===== config.mk =====
export PLATFORM = sky130hd
export DESIGN_NAME = tgr_engine_flat
export DESIGN_NICKNAME = d
export VERILOG_FILES = /design/src/sv/tgr_pkg.sv /design/src/sv/tgr_if.sv /design/src/sv/tgr_engine.sv /design/src/flat_wrapper.sv
export SDC_FILE = /design/constraint.sdc
export NUM_CORES = 1
export LEC_CHECK = 0
export ABC_AREA = 1
export BUFFER_PORTS_ARGS = -buffer_cell sky130_fd_sc_hd__buf_4
export CAP_MARGIN = 0
export CORE_UTILIZATION = 40
export DETAILED_ROUTE_END_ITERATION = 10
export GPL_TIMING_DRIVEN = 0
export PLACE_DENSITY = 0.59
export SETUP_SLACK_MARGIN = 0.3
export SLEW_MARGIN = 25
export SYNTH_ARGS = -nofsm -noshare
export SYNTH_HDL_FRONTEND = slang
export SYNTH_SLANG_ARGS = --single-unit

===== constraint.sdc =====
create_clock -name clk -period 3.3 [get_ports clk]
set_input_delay 0.165 -clock clk [delete_from_list [all_inputs] [get_ports clk]]
set_output_delay 0.165 -clock clk [all_outputs]
set_load 0.005 [all_outputs]

===== src/sv/tgr_pkg.sv =====
// ----------------------------------------------------------------------------
// tgr_pkg
// Shared types and constants for the text glyph renderer.
// ----------------------------------------------------------------------------
package tgr_pkg;

	localparam int SCREEN_WIDTH  = 128;
	localparam int SCREEN_HEIGHT = 64;
	localparam int GLYPH_COUNT   = 256;

	localparam int GLYPH_COLS  = 5;
	localparam int CELL_COLS   = 6;
	localparam int CELL_ROWS   = 8;
	localparam int STORE_DEPTH = GLYPH_COUNT * GLYPH_COLS;
	localparam int ADDR_W      = $clog2(STORE_DEPTH);

	// field widths
	localparam int ACTION_W = 2;
	localparam int CODE_W   = 8;
	localparam int INDEX_W  = 11;
	localparam int BYTE_W   = 8;
	localparam int COORD_W  = 16;
	localparam int SIZE_W   = 8;
	localparam int CFG_IDX_W  = 1;
	localparam int CFG_DATA_W = 8;

	// action codes
	localparam logic [ACTION_W-1:0] ACT_PRINT  = 2'd0;
	localparam logic [ACTION_W-1:0] ACT_LOAD   = 2'd1;
	localparam logic [ACTION_W-1:0] ACT_CURSOR = 2'd2;

	// control characters
	localparam logic [CODE_W-1:0] CHAR_NEWLINE = 8'h0A;
	localparam logic [CODE_W-1:0] CHAR_RETURN  = 8'h0D;

	// register indexes
	localparam logic [CFG_IDX_W-1:0] REG_TEXT_SIZE = 1'd0;
	localparam logic [CFG_IDX_W-1:0] REG_TEXT_WRAP = 1'd1;

	typedef struct packed {
		logic              en;
		logic [ADDR_W-1:0] addr;
		logic [BYTE_W-1:0] data;
	} font_wr_t;

	typedef struct packed {
		logic              en;
		logic [ADDR_W-1:0] addr;
	} font_rd_t;

endpackage


===== src/sv/tgr_if.sv =====
// ----------------------------------------------------------------------------
// tgr_in_if / tgr_out_if
// Valid/ready channels for input items and cell commands.
// ----------------------------------------------------------------------------
interface tgr_in_if;
	logic                                 valid;
	logic                                 ready;
	logic [tgr_pkg::ACTION_W-1:0]         action;
	logic [tgr_pkg::CODE_W-1:0]           char_code;
	logic [tgr_pkg::INDEX_W-1:0]          font_index;
	logic [tgr_pkg::BYTE_W-1:0]           font_byte;
	logic signed [tgr_pkg::COORD_W-1:0]   new_cursor_x;
	logic signed [tgr_pkg::COORD_W-1:0]   new_cursor_y;

	modport source (output valid, action, char_code, font_index, font_byte,
		new_cursor_x, new_cursor_y, input ready);
	modport sink (input valid, action, char_code, font_index, font_byte,
		new_cursor_x, new_cursor_y, output ready);
endinterface

interface tgr_out_if;
	logic                                 valid;
	logic                                 ready;
	logic signed [tgr_pkg::COORD_W-1:0]   cell_x;
	logic signed [tgr_pkg::COORD_W-1:0]   cell_y;
	logic [tgr_pkg::SIZE_W-1:0]           cell_size;
	logic                                 cell_color;
	logic                                 last;

	modport source (output valid, cell_x, cell_y, cell_size, cell_color, last,
		input ready);
	modport sink (input valid, cell_x, cell_y, cell_size, cell_color, last,
		output ready);
endinterface


===== src/sv/tgr_engine.sv =====
// ----------------------------------------------------------------------------
// tgr_engine
// Cursor state, item decode and the cell sequencer that walks 6x8 cells,
// fetching each further font column two rows ahead of use.
// ----------------------------------------------------------------------------
module tgr_engine (
	input  logic                        clk,
	input  logic                        arst_n,
	tgr_in_if.sink                      in_ch,
	tgr_out_if.source                   out_ch,
	input  logic [tgr_pkg::SIZE_W-1:0]  text_size,
	input  logic                        text_wrap,
	output tgr_pkg::font_wr_t           font_wr,
	output tgr_pkg::font_rd_t           font_rd,
	input  logic [tgr_pkg::BYTE_W-1:0]  font_data
);
	import tgr_pkg::*;

	localparam int EXT_W = COORD_W + 2;

	localparam logic ST_IDLE = 1'b0;
	localparam logic ST_EMIT = 1'b1;

	logic                state_q;
	logic [COORD_W-1:0]  cursor_col_q, cursor_row_q;
	logic [2:0]          col_q, row_q;
	logic [COORD_W-1:0]  cx_q, cy_q, y0_q;
	logic [INDEX_W-1:0]  base_q;
	logic [BYTE_W-1:0]   bits_q;
	logic                fresh_q, blank_q;

	logic                out_valid_q;
	logic [COORD_W-1:0]  out_x_q, out_y_q;
	logic [SIZE_W-1:0]   out_size_q;
	logic                out_color_q, out_last_q;

	logic                acc, gen, is_print, is_ctrl, draw, wrap_now, code_blank;
	logic [COORD_W-1:0]  sz16, adv_col, row_step;
	logic signed [EXT_W-1:0] x_e, y_e, sz_e, right_e, bottom_e, adv_e, limit_e;
	logic [INDEX_W-1:0]  code_base;
	logic [BYTE_W-1:0]   cur_bits;

	always_comb begin
		acc      = in_ch.valid && in_ch.ready;
		gen      = (state_q == ST_EMIT) && (!out_valid_q || out_ch.ready);
		is_print = in_ch.action == ACT_PRINT;
		is_ctrl  = (in_ch.char_code == CHAR_NEWLINE) || (in_ch.char_code == CHAR_RETURN);

		sz16     = {{(COORD_W-SIZE_W){1'b0}}, text_size};
		sz_e     = {{(EXT_W-SIZE_W){1'b0}}, text_size};
		x_e      = {{2{cursor_col_q[COORD_W-1]}}, cursor_col_q};
		y_e      = {{2{cursor_row_q[COORD_W-1]}}, cursor_row_q};
		right_e  = x_e + EXT_W'(GLYPH_COLS) * sz_e - EXT_W'(1);
		bottom_e = y_e + EXT_W'(CELL_ROWS) * sz_e - EXT_W'(1);
		draw     = !(x_e >= EXT_W'(SCREEN_WIDTH) || y_e >= EXT_W'(SCREEN_HEIGHT) ||
			right_e < 0 || bottom_e < 0);

		adv_col  = cursor_col_q + COORD_W'(6) * sz16;
		row_step = sz16 << 3;
		adv_e    = {{2{adv_col[COORD_W-1]}}, adv_col};
		limit_e  = EXT_W'(SCREEN_WIDTH) - EXT_W'(CELL_COLS) * sz_e;
		wrap_now = text_wrap && (adv_e > limit_e);

		code_base  = {1'b0, in_ch.char_code, 2'b00} + INDEX_W'(in_ch.char_code);
		code_blank = {1'b0, in_ch.char_code} >= 9'(GLYPH_COUNT);

		cur_bits = blank_q ? '0 : (fresh_q ? font_data : bits_q);

		font_wr.en   = acc && (in_ch.action == ACT_LOAD) &&
			({5'b0, in_ch.font_index} < 16'(STORE_DEPTH));
		font_wr.addr = in_ch.font_index[ADDR_W-1:0];
		font_wr.data = in_ch.font_byte;

		// next column is fetched while the second last row of this one goes out
		if (acc) begin
			font_rd.en   = is_print && !is_ctrl && draw && !code_blank;
			font_rd.addr = code_base[ADDR_W-1:0];
		end else begin
			font_rd.en   = gen && (row_q == 3'd6) && (col_q < 3'd4) && !blank_q;
			font_rd.addr = ADDR_W'(base_q + INDEX_W'(col_q) + INDEX_W'(1));
		end
	end

	assign in_ch.ready       = (state_q == ST_IDLE);
	assign out_ch.valid      = out_valid_q;
	assign out_ch.cell_x     = out_x_q;
	assign out_ch.cell_y     = out_y_q;
	assign out_ch.cell_size  = out_size_q;
	assign out_ch.cell_color = out_color_q;
	assign out_ch.last       = out_last_q;

	always_ff @(posedge clk or negedge arst_n) begin
		if (!arst_n) begin
			state_q      <= ST_IDLE;
			cursor_col_q <= '0;
			cursor_row_q <= '0;
			col_q        <= '0;
			row_q        <= '0;
			fresh_q      <= 1'b0;
			blank_q      <= 1'b0;
			out_valid_q  <= 1'b0;
		end else begin
			if (gen) begin
				out_valid_q <= 1'b1;
			end else if (out_ch.ready) begin
				out_valid_q <= 1'b0;
			end

			if (acc) begin
				unique case (in_ch.action)
					ACT_PRINT: begin
						if (in_ch.char_code == CHAR_NEWLINE) begin
							cursor_row_q <= cursor_row_q + row_step;
							cursor_col_q <= '0;
						end else if (in_ch.char_code != CHAR_RETURN) begin
							if (wrap_now) begin
								cursor_row_q <= cursor_row_q + row_step;
								cursor_col_q <= '0;
							end else begin
								cursor_col_q <= adv_col;
							end
							if (draw) begin
								state_q <= ST_EMIT;
								col_q   <= '0;
								row_q   <= '0;
								fresh_q <= 1'b1;
								blank_q <= code_blank;
							end
						end
					end
					ACT_CURSOR: begin
						cursor_col_q <= in_ch.new_cursor_x;
						cursor_row_q <= in_ch.new_cursor_y;
					end
					default: ;
				endcase
			end

			if (gen) begin
				if (fresh_q) begin
					fresh_q <= 1'b0;
				end
				if (row_q == 3'd7) begin
					row_q <= '0;
					col_q <= col_q + 3'd1;
					// sixth column is always blank
					fresh_q <= col_q < 3'd4;
					if (col_q == 3'd5) begin
						state_q <= ST_IDLE;
					end
				end else begin
					row_q <= row_q + 3'd1;
				end
			end
		end
	end

	always_ff @(posedge clk) begin
		if (acc) begin
			cx_q   <= cursor_col_q;
			cy_q   <= cursor_row_q;
			y0_q   <= cursor_row_q;
			base_q <= code_base;
		end
		if (gen) begin
			out_x_q     <= cx_q;
			out_y_q     <= cy_q;
			out_size_q  <= text_size;
			out_color_q <= cur_bits[row_q];
			out_last_q  <= (col_q == 3'd5) && (row_q == 3'd7);
			if (fresh_q) begin
				bits_q <= font_data;
			end
			if (row_q == 3'd7) begin
				cy_q <= y0_q;
				cx_q <= cx_q + sz16;
				if (col_q == 3'd4) begin
					bits_q <= '0;
				end
			end else begin
				cy_q <= cy_q + sz16;
			end
		end
	end

endmodule


===== src/flat_wrapper.sv =====
// flat-port wrapper written by rule: the top's interface ports become plain ports
module tgr_engine_flat import tgr_pkg::*;
  (clk, arst_n, text_size, text_wrap, font_wr, font_rd, font_data, in_ch_valid, in_ch_action, in_ch_char_code, in_ch_font_index, in_ch_font_byte, in_ch_new_cursor_x, in_ch_new_cursor_y, in_ch_ready, out_ch_valid, out_ch_cell_x, out_ch_cell_y, out_ch_cell_size, out_ch_cell_color, out_ch_last, out_ch_ready);
  tgr_in_if in_ch_i ();
  tgr_out_if out_ch_i ();
  input  logic clk;
  input  logic arst_n;
  input  logic [tgr_pkg::SIZE_W-1:0] text_size;
  input  logic text_wrap;
  output tgr_pkg::font_wr_t font_wr;
  output tgr_pkg::font_rd_t font_rd;
  input  logic [tgr_pkg::BYTE_W-1:0] font_data;
  input wire logic [$bits(in_ch_i.valid)-1:0] in_ch_valid;
  input wire logic [$bits(in_ch_i.action)-1:0] in_ch_action;
  input wire logic [$bits(in_ch_i.char_code)-1:0] in_ch_char_code;
  input wire logic [$bits(in_ch_i.font_index)-1:0] in_ch_font_index;
  input wire logic [$bits(in_ch_i.font_byte)-1:0] in_ch_font_byte;
  input wire logic [$bits(in_ch_i.new_cursor_x)-1:0] in_ch_new_cursor_x;
  input wire logic [$bits(in_ch_i.new_cursor_y)-1:0] in_ch_new_cursor_y;
  output wire logic [$bits(in_ch_i.ready)-1:0] in_ch_ready;
  output wire logic [$bits(out_ch_i.valid)-1:0] out_ch_valid;
  output wire logic [$bits(out_ch_i.cell_x)-1:0] out_ch_cell_x;
  output wire logic [$bits(out_ch_i.cell_y)-1:0] out_ch_cell_y;
  output wire logic [$bits(out_ch_i.cell_size)-1:0] out_ch_cell_size;
  output wire logic [$bits(out_ch_i.cell_color)-1:0] out_ch_cell_color;
  output wire logic [$bits(out_ch_i.last)-1:0] out_ch_last;
  input wire logic [$bits(out_ch_i.ready)-1:0] out_ch_ready;
  assign in_ch_i.valid = in_ch_valid;
  assign in_ch_i.action = in_ch_action;
  assign in_ch_i.char_code = in_ch_char_code;
  assign in_ch_i.font_index = in_ch_font_index;
  assign in_ch_i.font_byte = in_ch_font_byte;
  assign in_ch_i.new_cursor_x = in_ch_new_cursor_x;
  assign in_ch_i.new_cursor_y = in_ch_new_cursor_y;
  assign in_ch_ready = in_ch_i.ready;
  assign out_ch_valid = out_ch_i.valid;
  assign out_ch_cell_x = out_ch_i.cell_x;
  assign out_ch_cell_y = out_ch_i.cell_y;
  assign out_ch_cell_size = out_ch_i.cell_size;
  assign out_ch_cell_color = out_ch_i.cell_color;
  assign out_ch_last = out_ch_i.last;
  assign out_ch_i.ready = out_ch_ready;
  tgr_engine u_core (.clk(clk), .arst_n(arst_n), .in_ch(in_ch_i), .out_ch(out_ch_i), .text_size(text_size), .text_wrap(text_wrap), .font_wr(font_wr), .font_rd(font_rd), .font_data(font_data));
endmodule

==> run_results.csv <==
group,metric,value,unit
global_route,globalRoute.totalOverflow,0,
global_route,use_met1,31.8,%
sta,clock-skew-final,0.0119,ns
synth,syn_area,11300,um^2
cts,cts_made_buffers,17,
sta,setup_violations,30,
flow_run,drv_cap,0,
global_route,grt_pass1_wl,49600,um
cts,cts_tree,"yes",
sta,tns,-26.95,ns
die,die_y,170,um
cells_and_area,fin_area,14500,um^2
synth,syn_nets,1610,
detailed_routing,dr_total_vias,10200,
critical_path,critical_path_class,"input port to flop",
critical_path,critPathMaxStageDelay,0.40,ns
power_and_ir_drop,pwr-share-clk,16.5,%
power_and_ir_drop,p_leak,6.75,nW
sta,setup_ws,-0.987,ns
synth,yosys.area.top_type,"edfxtp_1",
power_and_ir_drop,power.share.combinational,53.4,%
power_and_ir_drop,switching_share,44.7,%
placement,placed_area,13000,um^2
power_and_ir_drop,vdd_drop_max,432,uV
cts,clk_path_buf_depth,2,
power_and_ir_drop,pwr-share-seq,30.1,%
placement,io_buffers,141,
synth,syn_area_per_cell,8.14,um^2
cts,htree_num_levels,4,
critical_path,cp_slowest_cell,"fa_2",
die,ioPinCount,158,
power_and_ir_drop,p_sw,5.18,mW
sta,maxSlewViolCount,0,
sta,max_freq,0.233,GHz
cells_and_area,stdcell_count,2001,
cts,clock_sinks,150,
cells_and_area,synthToLayoutAreaGrowth,28.5,%
power_and_ir_drop,p_int,6.41,mW
sta,post-route-period-util,130,%
detailed_routing,dr.pass1.iters,5,
die,core_area,27800,um^2
placement,place_congestion,0.900,
sta,tightest_slew,0.713,ns
cells_and_area,final_util,52.4,%
placement,preCtsSetupSlack,-1.99,ns
global_route,grt_max_degree,49,
cts,clkTransAtPathRegs,0.07,ns
critical_path,startpoint_type,"input port",
global_route,top_usage_layer,"met2",
detailed_routing,vias_per_cell,5.11,
global_route,antenna_found_initial,1,
sta,rsz0062_at_grt,"true",
detailed_routing,wire_per_inst,16.0,um
sta,slew-limit-headroom,52.4,%
cells_and_area,drive_gt1_share,22.1,%
power_and_ir_drop,p_total,11.6,mW
detailed_routing,drc,0,
detailed_routing,routed_wl,32000,um
global_route,grtUsageMet3,3.91,%
critical_path,cp-end-kind,"flop",
outcome,violations,"setup timing",
detailed_routing,ant_nets,0,
synth,synth.area.top_cells,"edfxtp_1, ha_1, nand2_1, dfrtp_1, inv_1",
die,num_rows,61,
sta,min_period,4.29,ns
detailed_routing,drt_iter0_markers,799,
sta,final_hold_viol_count,0,
cts,cts_root_buf,"clkbuf_16",
synth,synth_top_area_share,24.7,%
die,die_area,29000,um^2
die,die_x,170,um
power_and_ir_drop,powerDensity,797,nW/um^2
synth,synth_seq_area_share,36.6,%
synth,ys_warn_count,0,
global_route,grt_usage,22.4,%
placement,place_inst,1912,
critical_path,worstPathRequired,3.61,ns
synth,ys_ff_latch,150,
critical_path,cp_max_fo,4,
global_route,grtUsageMet2,34.3,%
critical_path,crit_arrival,4.60,ns
worst_hold_path,worstHoldPathType,"input port to flop",
sta,fin_hold_ws,0.0187,ns
cts,clock_latency,0.44,ns
synth,synthDistinctLibCells,56,
outcome,outcome,"finished, violations left",
global_route,first_global_vias,9485,
die,initial_utilization,40.7,%
cells_and_area,fin_nets,1828,
synth,synth_cells,1391,
placement,dp_hpwl,24000,um
power groups by stage:
| stage | sequential [mW] | combinational [mW] | clock [mW] |
|---|---|---|---|
| after detailed placement | 3.51 | 5.63 | 0 |
| after floorplan | 3.34 | 4.01 | 0 |
| final | 3.49 | 6.18 | 1.91 |
| after CTS | 3.47 | 5.95 | 1.94 |
| after global routing | 3.57 | 7.01 | 2.02 |
| after global placement | 3.51 | 5.49 | 0 |
worst max-delay path: cells and delay by family:
kind	cells	cell delay [ns]
AO/OA/AOI/OAI	8	1.07
XOR/XNOR	2	0.43
adder cells (fa/ha/maj)	3	0.95
buffers and inverters	6	0.65
AND/OR/NAND/NOR	14	1.34
layer usage:
| layer | vias up | wire length, um |
|---|---|---|
| met3 | 47 | 1930 |
| met2 | 311 | 13800 |
| li1 | 5105 | - |
| met4 | 0 | 773 |
| met5 | - | 0 |
| met1 | 4756 | 15500 |
area by class of cell:
type / instances / area (um^2)
repair inverters: 1 / 7.51
fillers: 2660 / 13200
diodes: 1 / 2.50
flip-flops and latches: 150 / 4140
multi-input cells: 1006 / 6670
clock inverters: 15 / 140
inverters: 193 / 743
clock buffers: 17 / 425
repair buffers: 198 / 1680
well taps: 378 / 473
plain buffers: 42 / 270
placed cells by master, fill, tap and decap left out, types with 7 or more instances in the layout:
cell type        n
dfxtp_1         16
edfxtp_1        93
a22oi_1         15
ha_1           113
o21ai_1         19
nand4_1         24
xor2_2           7
inv_2           13
nand2_1        325
nand2_2         16
fa_1             7
dlygate4sd3_1   27
a21oi_1         64
nand3_1         69
clkbuf_16       18
mux2i_1          8
ha_4            12
o211ai_1         9
o21ai_0         60
nand3_2          8
xor2_1          36
nor2_1          72
xnor2_1         17
inv_1          174
a31oi_1          8
o21ai_2         14
a21oi_2         13
dfrtp_1         41
nor3_1          17
clkbuf_1        13
nor2_2          12
buf_4          178
synth_stat cells (all sizes together):
cell,number
a211oi,1
xor2,44
o221ai,5
buf,28
o22ai,3
nand3b,4
and2,2
nor3,19
nor3b,1
nand2,347
a22oi,15
nand3,77
a311oi,1
o21bai,4
nor4,1
mux2i,8
dfxtp,16
o21ai,93
a31o,1
dfrtp,41
fa,9
o2111ai,2
nor2,86
o31ai,3
nand4,25
a21oi,78
clkbuf,14
inv,190
edfxtp,93
clkinv,3
xnor2,17
ha,128
a31oi,8
a221oi,3
o21a,4
a21o,1
o211ai,9
o41ai,1
a21boi,4
or2,2
final timing paths:
path | cells after the start | slack (ns) | start | endpoint
worst min-delay path | 3 | 0.02 | in_ch_new_cursor_y[4] | u_core.cursor_row_q[4]
min in group asynchronous | 2 | 0.27 | arst_n | u_core.row_q[0]
worst min register to register | 0 | 0.47 | u_core.cy_q[3] | u_core.out_ch.cell_y[3]
worst max-delay path | 33 | -0.99 | text_size[1] | u_core.cursor_row_q[4]
worst max register to register | 25 | -0.88 | u_core.cursor_col_q[1] | u_core.cursor_row_q[4]
max in group asynchronous | 2 | 2.61 | arst_n | u_core.cursor_col_q[15]
flip-flops by register name, indices dropped and copies added (netlist names), 3 cells and up:
| name | count |
|---|---|
| u_core.out_ch.cell_x | 16 |
| u_core.base_q | 11 |
| u_core.out_ch.cell_y | 16 |
| u_core.out_ch.cell_size | 8 |
| u_core.y0_q | 16 |
| u_core.bits_q | 8 |
| u_core.col_q | 3 |
| u_core.cy_q | 16 |
| u_core.cx_q | 16 |
| u_core.cursor_row_q | 16 |
| u_core.row_q | 3 |
| u_core.cursor_col_q | 16 |
timing repair:
| action | CTS | global route |
|---|---|---|
| cloned | 1 | 1 |
| pin swaps | 35 | 35 |
| resized for setup | 74 | 52 |
| hold buffers | 26 | 1 |
| setup endpoints to repair | 39 | 41 |
| endpoints found under the hold margin | 66 | 1 |
| buffers inserted | 20 | 7 |
logic make-up (layout without fill, tap and decap cells):
logic type | Yosys count | count (layout) | share of synthesized area [%]
compound gates | 236 | 236 | 12.2
xor+xnor | 61 | 61 | 4.92
simple gates | 564 | 564 | 21.3
fa+ha+maj | 137 | 137 | 15.7
mux | 8 | 8 | 0.707
buf+inv | 235 | 466 | 8.63
other cells | 0 | 1 | 0
flops | 150 | 150 | 36.6
Note: power is estimated with default switching activity, not from simulation.
